**config.mk**
```make
export PLATFORM = sky130hd
export DESIGN_NAME = picture_crc16_hash_flat
export DESIGN_NICKNAME = d
export VERILOG_FILES = /design/src/pch_pkg.sv /design/src/pch_in_if.sv /design/src/pch_out_if.sv /design/src/pch_cfg_if.sv /design/src/picture_crc16_hash.sv /design/src/pch_cfg_regs.sv /design/src/pch_crc_core.sv /design/src/flat_wrapper.sv
export SDC_FILE = /design/constraint.sdc
export NUM_CORES = 1
export LEC_CHECK = 0
export ABC_AREA = 1
export BUFFER_PORTS_ARGS = -buffer_cell sky130_fd_sc_hd__buf_2
export CORE_MARGIN = 2
export CORE_UTILIZATION = 38
export DETAILED_ROUTE_END_ITERATION = 8
export PLACE_DENSITY = 0.57
export REMOVE_ABC_BUFFERS = 1
export SYNTH_ARGS = -nofsm -noshare
export SYNTH_HDL_FRONTEND = slang
export SYNTH_HIERARCHICAL = 1
export SYNTH_SLANG_ARGS = --single-unit
```
**constraint.sdc**
```tcl
create_clock -name clk -period 2.9 [get_ports clk]
set_input_delay 0.29 -clock clk [delete_from_list [all_inputs] [get_ports clk]]
set_output_delay 0.29 -clock clk [all_outputs]
set_load 0.1 [all_outputs]
```
**src/pch_pkg.sv**
```systemverilog
// Package: shared types, constants and CRC helpers for the picture CRC16 hash.
`timescale 1ns / 1ps
package pch_pkg;

  localparam int unsigned CRC_W      = 16;
  localparam int unsigned SAMPLE_W   = 16;
  localparam int unsigned CFG_IDX_W  = 2;

  localparam logic [CRC_W-1:0] CRC_INIT = 16'hffff;
  localparam logic [CRC_W-1:0] CRC_POLY = 16'h1021;

  // Configuration register indexes
  localparam logic [CFG_IDX_W-1:0] REG_HIGH_BITDEPTH = 2'd0;
  localparam logic [CFG_IDX_W-1:0] REG_PER_COMPONENT = 2'd1;

  typedef struct packed {
    logic high_bitdepth;
    logic per_component;
  } cfg_t;

  typedef struct packed {
    logic [SAMPLE_W-1:0] sample;
    logic                end_of_component;
    logic                end_of_picture;
  } in_item_t;

  // Shift one byte into the CRC, MSB first, polynomial CRC_POLY.
  function automatic logic [CRC_W-1:0] crc_byte(input logic [CRC_W-1:0] crc,
                                                 input logic [7:0] data_byte);
    logic [CRC_W-1:0] c;
    logic             msb;
    c = crc;
    for (int i = 7; i >= 0; i--) begin
      msb = c[CRC_W-1];
      c   = {c[CRC_W-2:0], data_byte[i]};
      if (msb) begin
        c = c ^ CRC_POLY;
      end
    end
    return c;
  endfunction

endpackage

```
**src/pch_in_if.sv**
```systemverilog
// Interface: input sample channel.
`timescale 1ns / 1ps
interface pch_in_if;
  logic                          valid;
  logic                          ready;
  logic [pch_pkg::SAMPLE_W-1:0]  sample;
  logic                          end_of_component;
  logic                          end_of_picture;

  modport source (output valid, output sample, output end_of_component,
                  output end_of_picture, input ready);
  modport sink   (input valid, input sample, input end_of_component,
                  input end_of_picture, output ready);
endinterface

```
**src/pch_out_if.sv**
```systemverilog
// Interface: checksum result channel.
`timescale 1ns / 1ps
interface pch_out_if;
  logic                       valid;
  logic                       ready;
  logic [pch_pkg::CRC_W-1:0]  checksum;
  logic                       picture_done;

  modport source (output valid, output checksum, output picture_done, input ready);
  modport sink   (input valid, input checksum, input picture_done, output ready);
endinterface

```
**src/pch_cfg_if.sv**
```systemverilog
// Interface: configuration register write channel.
`timescale 1ns / 1ps
interface pch_cfg_if;
  logic                           valid;
  logic                           ready;
  logic [pch_pkg::CFG_IDX_W-1:0]  reg_index;
  logic                           wdata;

  modport source (output valid, output reg_index, output wdata, input ready);
  modport sink   (input valid, input reg_index, input wdata, output ready);
endinterface

```
**src/picture_crc16_hash.sv**
```systemverilog
// Path: the closing input sample is held in the stage-1 register, then its checksum is
// loaded into the registered result, where it waits until the output takes it.
// Throughput: one sample per cycle unless stalled; the CRC update, flush and emit decision are
// combinational. The input stalls only while the held sample must emit into a full result.
// Reset (synchronous, active low) empties both stages, loads the CRC with 0xffff and
// clears both configuration registers.
`timescale 1ns / 1ps
module picture_crc16_hash (
  input  logic   clk,
  input  logic   rst_n,
  pch_in_if.sink    in_ch,
  pch_out_if.source out_ch,
  pch_cfg_if.sink   cfg_ch
);
  import pch_pkg::*;

  cfg_t             cfg;
  in_item_t         s1_item_r;
  logic             s1_valid_r;
  logic             s1_valid_nxt;
  logic [CRC_W-1:0] crc_r;
  logic [CRC_W-1:0] crc_nxt;
  logic [CRC_W-1:0] core_crc;
  logic [CRC_W-1:0] core_checksum;
  logic             core_emit;
  logic             s1_adv;
  logic             in_acc;
  logic             out_load;
  logic             out_valid_r;
  logic             out_valid_nxt;
  logic [CRC_W-1:0] out_checksum_r;
  logic             out_picture_done_r;

  pch_cfg_regs u_cfg (
    .clk    (clk),
    .rst_n  (rst_n),
    .cfg_ch (cfg_ch),
    .cfg    (cfg)
  );

  pch_crc_core u_core (
    .crc      (crc_r),
    .item     (s1_item_r),
    .cfg      (cfg),
    .crc_next (core_crc),
    .emit     (core_emit),
    .checksum (core_checksum)
  );

  // Advance the held sample unless it must emit into a full result register
  assign s1_adv   = s1_valid_r & (~core_emit | ~out_valid_r | out_ch.ready);
  assign out_load = s1_adv & core_emit;

  assign in_ch.ready = ~s1_valid_r | s1_adv;
  assign in_acc      = in_ch.valid & in_ch.ready;

  assign s1_valid_nxt  = in_acc | (s1_valid_r & ~s1_adv);
  assign crc_nxt       = s1_adv ? core_crc : crc_r;
  assign out_valid_nxt = out_load | (out_valid_r & ~out_ch.ready);

  // Control state
  always_ff @(posedge clk) begin
    if (!rst_n) begin
      s1_valid_r  <= 1'b0;
      out_valid_r <= 1'b0;
      crc_r       <= CRC_INIT;
    end else begin
      s1_valid_r  <= s1_valid_nxt;
      out_valid_r <= out_valid_nxt;
      crc_r       <= crc_nxt;
    end
  end

  // Capture the input transaction
  always_ff @(posedge clk) begin
    if (in_acc) begin
      s1_item_r.sample           <= in_ch.sample;
      s1_item_r.end_of_component <= in_ch.end_of_component;
      s1_item_r.end_of_picture   <= in_ch.end_of_picture;
    end
  end

  // Load the result register
  always_ff @(posedge clk) begin
    if (out_load) begin
      out_checksum_r     <= core_checksum;
      out_picture_done_r <= s1_item_r.end_of_picture;
    end
  end

  assign out_ch.valid        = out_valid_r;
  assign out_ch.checksum     = out_checksum_r;
  assign out_ch.picture_done = out_picture_done_r;

  // Reset empties the pipeline and reloads the CRC
  a_reset_state: assert property (@(posedge clk)
    !rst_n |=> (!s1_valid_r && !out_valid_r && crc_r == CRC_INIT))
    else $error("pipeline not cleared by reset");

  // An emitting sample fills the result register and reloads the CRC
  a_emit_reload: assert property (@(posedge clk) disable iff (!rst_n)
    out_load |=> (out_valid_r && crc_r == CRC_INIT))
    else $error("emit did not load result or reload CRC");

  // A stalled sample keeps its payload and the CRC untouched
  a_stall_hold: assert property (@(posedge clk) disable iff (!rst_n)
    (s1_valid_r && !s1_adv) |=> (s1_valid_r && $stable(s1_item_r) && $stable(crc_r)))
    else $error("stalled sample or CRC changed");

  // The CRC only moves when a sample is processed
  a_crc_idle: assert property (@(posedge clk) disable iff (!rst_n)
    !s1_adv |=> $stable(crc_r))
    else $error("CRC changed without a sample");

endmodule

```
**src/pch_cfg_regs.sv**
```systemverilog
// Configuration registers: bit depth and checksum granularity.
`timescale 1ns / 1ps
module pch_cfg_regs (
  input  logic          clk,
  input  logic          rst_n,
  pch_cfg_if.sink       cfg_ch,
  output pch_pkg::cfg_t cfg
);
  import pch_pkg::*;

  cfg_t cfg_r;
  cfg_t cfg_nxt;

  // Always take writes
  assign cfg_ch.ready = 1'b1;

  // Decode the register index; ignore writes past the list
  always_comb begin
    cfg_nxt = cfg_r;
    if (cfg_ch.valid) begin
      case (cfg_ch.reg_index)
        REG_HIGH_BITDEPTH: cfg_nxt.high_bitdepth = cfg_ch.wdata;
        REG_PER_COMPONENT: cfg_nxt.per_component = cfg_ch.wdata;
        default:           cfg_nxt = cfg_r;
      endcase
    end
  end

  always_ff @(posedge clk) begin
    if (!rst_n) begin
      cfg_r <= '0;
    end else begin
      cfg_r <= cfg_nxt;
    end
  end

  assign cfg = cfg_r;

endmodule

```
**src/pch_crc_core.sv**
```systemverilog
// CRC core: hash one sample, decide on emission, flush and reload.
`timescale 1ns / 1ps
module pch_crc_core (
  input  logic [pch_pkg::CRC_W-1:0] crc,
  input  pch_pkg::in_item_t         item,
  input  pch_pkg::cfg_t             cfg,
  output logic [pch_pkg::CRC_W-1:0] crc_next,
  output logic                      emit,
  output logic [pch_pkg::CRC_W-1:0] checksum
);
  import pch_pkg::*;

  logic [CRC_W-1:0] crc_lo;
  logic [CRC_W-1:0] crc_sample;
  logic [CRC_W-1:0] crc_flush;

  // Hash low byte, then high byte when configured
  assign crc_lo     = crc_byte(crc, item.sample[7:0]);
  assign crc_sample = cfg.high_bitdepth ? crc_byte(crc_lo, item.sample[15:8]) : crc_lo;

  // Flush sixteen zero bits
  assign crc_flush  = crc_byte(crc_byte(crc_sample, 8'h00), 8'h00);

  // Picture end also closes a component in per-component mode
  assign emit = cfg.per_component ? (item.end_of_component | item.end_of_picture)
                                  : item.end_of_picture;

  assign checksum = crc_flush;
  assign crc_next = emit ? CRC_INIT : crc_sample;

endmodule
```
**src/flat_wrapper.sv**
```systemverilog
// flat-port wrapper written by rule: the top's interface ports become plain ports
module picture_crc16_hash_flat import pch_pkg::*;
  (clk, rst_n, in_ch_valid, in_ch_sample, in_ch_end_of_component, in_ch_end_of_picture, in_ch_ready, out_ch_valid, out_ch_checksum, out_ch_picture_done, out_ch_ready, cfg_ch_valid, cfg_ch_reg_index, cfg_ch_wdata, cfg_ch_ready);
  pch_in_if in_ch_i ();
  pch_out_if out_ch_i ();
  pch_cfg_if cfg_ch_i ();
  input  logic clk;
  input  logic rst_n;
  input wire logic [$bits(in_ch_i.valid)-1:0] in_ch_valid;
  input wire logic [$bits(in_ch_i.sample)-1:0] in_ch_sample;
  input wire logic [$bits(in_ch_i.end_of_component)-1:0] in_ch_end_of_component;
  input wire logic [$bits(in_ch_i.end_of_picture)-1:0] in_ch_end_of_picture;
  output wire logic [$bits(in_ch_i.ready)-1:0] in_ch_ready;
  output wire logic [$bits(out_ch_i.valid)-1:0] out_ch_valid;
  output wire logic [$bits(out_ch_i.checksum)-1:0] out_ch_checksum;
  output wire logic [$bits(out_ch_i.picture_done)-1:0] out_ch_picture_done;
  input wire logic [$bits(out_ch_i.ready)-1:0] out_ch_ready;
  input wire logic [$bits(cfg_ch_i.valid)-1:0] cfg_ch_valid;
  input wire logic [$bits(cfg_ch_i.reg_index)-1:0] cfg_ch_reg_index;
  input wire logic [$bits(cfg_ch_i.wdata)-1:0] cfg_ch_wdata;
  output wire logic [$bits(cfg_ch_i.ready)-1:0] cfg_ch_ready;
  assign in_ch_i.valid = in_ch_valid;
  assign in_ch_i.sample = in_ch_sample;
  assign in_ch_i.end_of_component = in_ch_end_of_component;
  assign in_ch_i.end_of_picture = in_ch_end_of_picture;
  assign in_ch_ready = in_ch_i.ready;
  assign out_ch_valid = out_ch_i.valid;
  assign out_ch_checksum = out_ch_i.checksum;
  assign out_ch_picture_done = out_ch_i.picture_done;
  assign out_ch_i.ready = out_ch_ready;
  assign cfg_ch_i.valid = cfg_ch_valid;
  assign cfg_ch_i.reg_index = cfg_ch_reg_index;
  assign cfg_ch_i.wdata = cfg_ch_wdata;
  assign cfg_ch_ready = cfg_ch_i.ready;
  picture_crc16_hash u_core (.clk(clk), .rst_n(rst_n), .in_ch(in_ch_i), .out_ch(out_ch_i), .cfg_ch(cfg_ch_i));
endmodule
```
## Yosys cells after proc, flatten, opt, wreduce, memory -nomap -nowiden

Index checks and enable logic that the tools add are counted.

| storage, ports and cells | value |
|---|---|
| register bits after elaboration | 55 |
| latch bits | 0 |
| RAM bits | 0 |
| bits in read-only memories | 0 |
| bits of input ports | 26 |
| output and inout port bits | 20 |
| logic and storage cells | 98 |
| memories kept | 0 |

| operators by class | value |
|---|---|
| add/sub/neg operators | 0 |
| multiply operators | 0 |
| divide/modulo/power cells | 0 |
| $lt $le $gt $ge | 0 |
| eq/ne operators | 1 |
| shifts and indexed selects | 0 |
| muxes and demuxes | 35 |
| bitwise operators | 48 |
| reductions and logical operators | 3 |

Operators by type and width:

| kind | count |
|---|---|
| 2-to-1 mux 13 bit | 32 |
| inverter 3 bit | 32 |
| 2-to-1 mux 16 bit | 2 |
| bitwise OR 1 bit | 6 |
| bitwise AND 1 bit | 5 |
| inverter 1 bit | 5 |
| AND reduction 2 bit | 2 |
| equality test 2 x 1 -> 1 bit, second input constant | 1 |
| zero test 2 bit | 1 |
| 2-to-1 mux 1 bit | 1 |

## Depth between registers and ports, before layout

| logic depth | value |
|---|---|
| depth in word-level cells | 65 |
| gate-level depth with buffers | 19 |
| gate-level depth less buffers | 18 |

## Hierarchy

Netlist, hierarchy kept.

By module, submodules not included:

| module | instances | cells each | area an instance (sq um) | seq. area each (sq um) |
|---|---|---|---|---|
| pch_crc_core | 1 | 432 | 1,979.4 | 0.0 |
| picture_crc16_hash | 1 | 121 | 1,755.4 | 1,411.4 |
| pch_cfg_regs | 1 | 17 | 108.9 | 40.0 |

## Least setup slack after synthesis

No wires, ideal clock.

| timing path | value |
|---|---|
| path kind | register to register |
| start point | reg u_core.out_valid_r, in the netlist u_core/out_ch.valid |
| end point | reg u_core/s1_item_r[0] (netlist bit), enable pin |
| library setup time | 0.328 ns |
| data arrival time | 2.699 ns |
| data required time | 2.572 ns |
| slack | -0.127 ns |
| cell stages (with the launch flop) | 4 |
| path buffers | 0 |
| period minus slack after synthesis | 3.027 ns |
| path through | dfxtp_1 > nand4_1 > nand2_1 > inv_1 |

| on the way | value |
|---|---|
| cells in the longest elaborated chain, start to end | 6 |

Ends and longest elaborated chain:

| element | line | RTL |
|---|---|---|
| from (decl) | picture_crc16_hash.sv:29 | `logic out_valid_r;` |
| from (signal assigned) | picture_crc16_hash.sv:69 | `out_valid_r <= out_valid_nxt;` |
| inverter 1 bit | picture_crc16_hash.sv:51 | `assign s1_adv = s1_valid_r & (~core_emit \| ~out_valid_r \| out_ch.ready);` |
| bitwise OR 1 bit (2 in series) | picture_crc16_hash.sv:51 |  |
| bitwise AND 1 bit | picture_crc16_hash.sv:51 |  |
| bitwise OR 1 bit | picture_crc16_hash.sv:54 | `assign in_ch.ready = ~s1_valid_r \| s1_adv;` |
| net in_ch_ready | flat_wrapper.sv:13 | `output wire logic [$bits(in_ch_i.ready)-1:0] in_ch_ready;` |
| bitwise AND 1 bit | picture_crc16_hash.sv:55 | `assign in_acc = in_ch.valid & in_ch.ready;` |
| net u_core.in_acc | picture_crc16_hash.sv:27 | `logic in_acc;` |
| to (decl) | picture_crc16_hash.sv:18 | `in_item_t s1_item_r;` |

The timed path passes the listed nets, and every way through them passes these cells.
A chain may end at the register's enable or synchronous reset.

## Worst setup path after layout

| timing path | value |
|---|---|
| start point | reg u_core.crc_r[15] |
| end point | reg u_core.out_checksum_r[12], in the netlist u_core/out_ch.checksum[12] (data pin) |

| on the way | value |
|---|---|
| cells in the longest elaborated chain, start to end | 27 |
| elaborated cells on any way between the ends | 47 |
| classes of those cells | 33 x mux; 14 x bitwise |

Ends and longest elaborated chain:

| element | line | RTL |
|---|---|---|
| from (decl) | picture_crc16_hash.sv:21 | `logic [CRC_W-1:0] crc_r;` |
| from (signal assigned) | picture_crc16_hash.sv:70 | `crc_r <= crc_nxt;` |
| 2-to-1 mux 13 bit (*) (2 in series) | pch_pkg.sv:36 | `if (msb) begin` |
| 2-to-1 mux 13 bit (3 in series) | pch_pkg.sv:36 |  |
| 2-to-1 mux 13 bit or inverter 3 bit (tied branches) (4 in series) | n/a |  |
| inverter 3 bit (no source line) or 2-to-1 mux 13 bit (tied branches) | n/a |  |
| 2-to-1 mux 13 bit | pch_pkg.sv:36 |  |
| 2-to-1 mux 16 bit (*) | pch_crc_core.sv:19 | `assign crc_sample = cfg.high_bitdepth ? crc_byte(crc_lo, item.sample[15:8]) : crc_lo;` |
| 2-to-1 mux 13 bit | pch_pkg.sv:36 |  |
| 2-to-1 mux 13 bit or inverter 3 bit (tied branches) | n/a |  |
| [3 not listed] | n/a |  |
| inverter 3 bit (no source line) or 2-to-1 mux 13 bit (tied branches) | n/a |  |
| 2-to-1 mux 13 bit (3 in series) | pch_pkg.sv:36 |  |
| 2-to-1 mux 13 bit (*) | pch_pkg.sv:36 |  |
| 2-to-1 mux 13 bit | pch_pkg.sv:36 |  |
| 2-to-1 mux 13 bit or inverter 3 bit (tied branches) (2 in series) | n/a |  |
| inverter 3 bit (no source line) or 2-to-1 mux 13 bit (tied branches) | n/a |  |
| 2-to-1 mux 13 bit (*) | pch_pkg.sv:36 |  |
| net u_core.core_checksum[12] | picture_crc16_hash.sv:24 | `logic [CRC_W-1:0] core_checksum;` |
| to (signal assigned) | picture_crc16_hash.sv:86 | `out_checksum_r <= core_checksum;` |
| to (decl) | picture_crc16_hash.sv:31 | `logic [CRC_W-1:0] out_checksum_r;` |

The timed path passes the listed nets; every way through them passes the cells marked *.

==> key figures <==
Global route
  • Grt ovf: 0
  • Antenna violations before repair: 0
  • Gr usage total: 0.195
  • Vias in the first global route: 3,382
  • First-pass GRT wire length: 16,900 microns
  • Largest net degree at the start of global routing: 28

Timing
  • Fin. max-slew vios: 0
  • Final Critical Period: 2450 ps
  • Final Hold Viols: 0
  • Slew HR: 0.463
  • Upper clock frequency limit: 409 MHz
  • Fin Hold WS: 140 ps
  • # setup viols final: 0
  • Period utilization: 0.843
  • Least-Margin Pin Slew: 805 ps
  • RSZ-0062 raised after global routing: no
  • Final setup skew: 8.06 ps

CTS
  • Worst skew pair latency: 320 ps
  • Post-CTS Hold Buffers: 0
  • H-tree level count: 2
  • CTS Root Buffer Type: clkbuf_8
  • Clk buf depth: 2
  • CTS clk-pin slew, worst paths: 110 ps
  • Clock buffer count from CTS: 5
  • CTS tree: built
  • Post-CTS sizing: 0
  • Clk sink count: 55
  • Number of setup buffers added after CTS: 0

Cells and area
  • P&R area growth vs syn: 11.9%
  • FF/Latch Area: 1450 sq um
  • # diodes: 0
  • Layout cells sized above 1: 0.162
  • Fill cells: 1,024
  • Area of the multi-input gates: 2120 sq um
  • Final nets: 638

Placement
  • Final HPWL DP: 8120 microns
  • Routability Congestion: 0.877
  • IO buf count: 44

Pwr
  • Power per standard cell area: 639 nW/um^2
  • Worst vdd ir: 0.000247 V
  • Power, Total: 0.00275 W
  • Leak: 2.31 nW

Synthesis
  • Fraction of registers with async set/reset: 0
  • Post-synth EDFFs: 35
  • Main synth FF type: edfxtp_1
  • Synth Instances: 570
  • Post-synth top cells: 265 x nand2_1, 108 x nand3_1, 50 x inv_1, 35 x edfxtp_1, 25 x nand2_2
  • Distinct cells, synth: 25
  • Synth top area share: 0.273
  • Mapped cell area: 3840 sq um
  • Largest area contributor in the netlist: edfxtp_1
  • Yosys warnings: 6
  • Avg Cell Area, Syn: 6.74 sq um
  • Area contributors post-synth: edfxtp_1 27%, nand2_1 26%, nand3_1 14%
  • Seq cells post-synth: 55
  • Share of the yosys chip area belonging to registers: 0.378
  • Most common cell in the netlist: nand2_1

Detailed routing
  • Post-Route WL: 10,500 microns
  • Routed WL per cell: 14.1 microns
  • DRC violations left: 0
  • Via density: 5.00
  • Antenna Violating Nets Remaining: 0
  • 1st-pass router iterations: 5
  • DRT iter0 DRCs: 178
  • Vias: 3,731

Die
  • Die height: 105 microns
  • Starting density of the core: 0.393
  • Die Span X: 105 microns
  • Ports: 46
  • Cell Rows: 36
  • Die area: 10,900 sq um
  • Core Box Area: 9770 sq um

Critical path
  • Kind of critical path: reg -> reg
  • Critical path origin: u_core/crc_r[15]
  • Cells on worst reg2reg path: 17
  • Flop-to-flop setup slack: 450 ps
  • Worst Path Required: 2980 ps
  • CP Capture Type: flip-flop
  • CP max FO: 8
  • Critical Path AT: 2530 ps
  • Reg-to-Reg Start: u_core/crc_r[15]
  • Startpoint types: flip-flop
  • RR Endpoint: u_core/out_ch.checksum[12]

Outcome
  • Status: finished clean

Min path
  • Hold Crit Depth: 1
  • Hold Path End: u_core/s1_item_r[9]
  • Hold crit path type: in -> reg
  • HP Start: in_ch_sample[7]

Run
  • # Max-Cap Violations: 0
layer usage:
| metal | vias to the layer above | part of all wire | GRT usage |
|---|---|---|---|
| li1 | 1910 | - | - |
| met1 | 1724 | 0.47 | 0.256 |
| met2 | 91 | 0.49 | 0.346 |
| met3 | 6 | 0.039 | 0.0212 |
| met4 | 0 | 0.0059 | 0.0400 |
| met5 | - | 0 | 0 |
final cells by class:
cell class / instances / area share
inverter: 53 / 0.0462
clock buffer: 5 / 0.0160
tap: 133 / 0.0387
multi-input combinational: 448 / 0.492
clock inverter: 3 / 0.00989
timing repair buffer: 49 / 0.0599
sequential: 55 / 0.337
cells by family (layout without fill, tap and decap cells):
logic type / after synthesis / count (layout) / synth area share
buffers and inverters: 67 / 110 / 0.0719
AO/OA/AOI/OAI: 7 / 7 / 0.0114
other: 1 / 1 / 0.000976
flip-flops: 55 / 55 / 0.378
AND/OR/NAND/NOR: 422 / 422 / 0.497
XOR/XNOR: 18 / 18 / 0.0410
worst max-delay path by stage:
stage          depth (start not counted)                          to
3_3_place_gp                          17  u_core/out_ch.checksum[14]
6_report                              17  u_core/out_ch.checksum[12]
2_1_floorplan                          5         u_core/s1_item_r[0]
5_1_grt                               17   u_core/out_ch.checksum[7]
4_1_cts                               17  u_core/out_ch.checksum[12]
3_5_place_dp                          17  u_core/out_ch.checksum[14]
cells in the final DEF (no fill, tap or decap), types with 5 or more instances in the layout:
| cell type | count |
|---|---|
| nand3_1 | 108 |
| buf_2 | 44 |
| nand2_1 | 265 |
| nand3_2 | 10 |
| clkbuf_8 | 5 |
| dfxtp_1 | 20 |
| edfxtp_1 | 35 |
| buf_4 | 5 |
| xor2_1 | 14 |
| inv_1 | 50 |
| nand2_2 | 25 |
sequential cells by signal (all words and copies together), names as in the netlist:
| register | flops |
|---|---|
| u_core/out_ch.valid | 1 |
| u_core/crc_r | 16 |
| u_core/out_ch.picture_done | 1 |
| u_core/u_cfg/cfg | 2 |
| u_core/s1_item_r | 18 |
| u_core/out_ch.checksum | 16 |
| u_core/s1_valid_r | 1 |
report_power, final:
part           leakage (nW)  internal (W)  switching [W]
clock                0.0562      0.000258       0.000271
sequential            0.498      0.000936      0.0000340
combinational          1.76      0.000344       0.000907
total                  2.31       0.00154        0.00121
per-stage QoR:
stage                     instance area [sq um]  TNS (ps)  cells  worst slack (ps)   util
after CTS                                  4300         0    746               430  0.440
after detailed placement                   4190         0    738               457  0.429
after global routing                       4300         0    746               109  0.440
after floorplan                            3770     -2330    556              -129      -
after global placement                     4190         0    738               488  0.429
final                                      4300         0    746               454  0.440
worst max-delay path, stage by stage (launching register included):
cell and delay, ps:
dfxtp_1 520, inv_2 140, nand2_1 80, nand2_1 100, nand2_1 90, nand2_1 130, nand2_1 110, nand2_1 130
nand2_1 120, nand2_1 50, nand2_1 50, nand2_1 110, nand2_2 130, nand3_2 100, nand3_1 150, nand2_1 90
nand2_1 60, nand2_1 50
No activity file was read; power rests on OpenSTA's default activity.
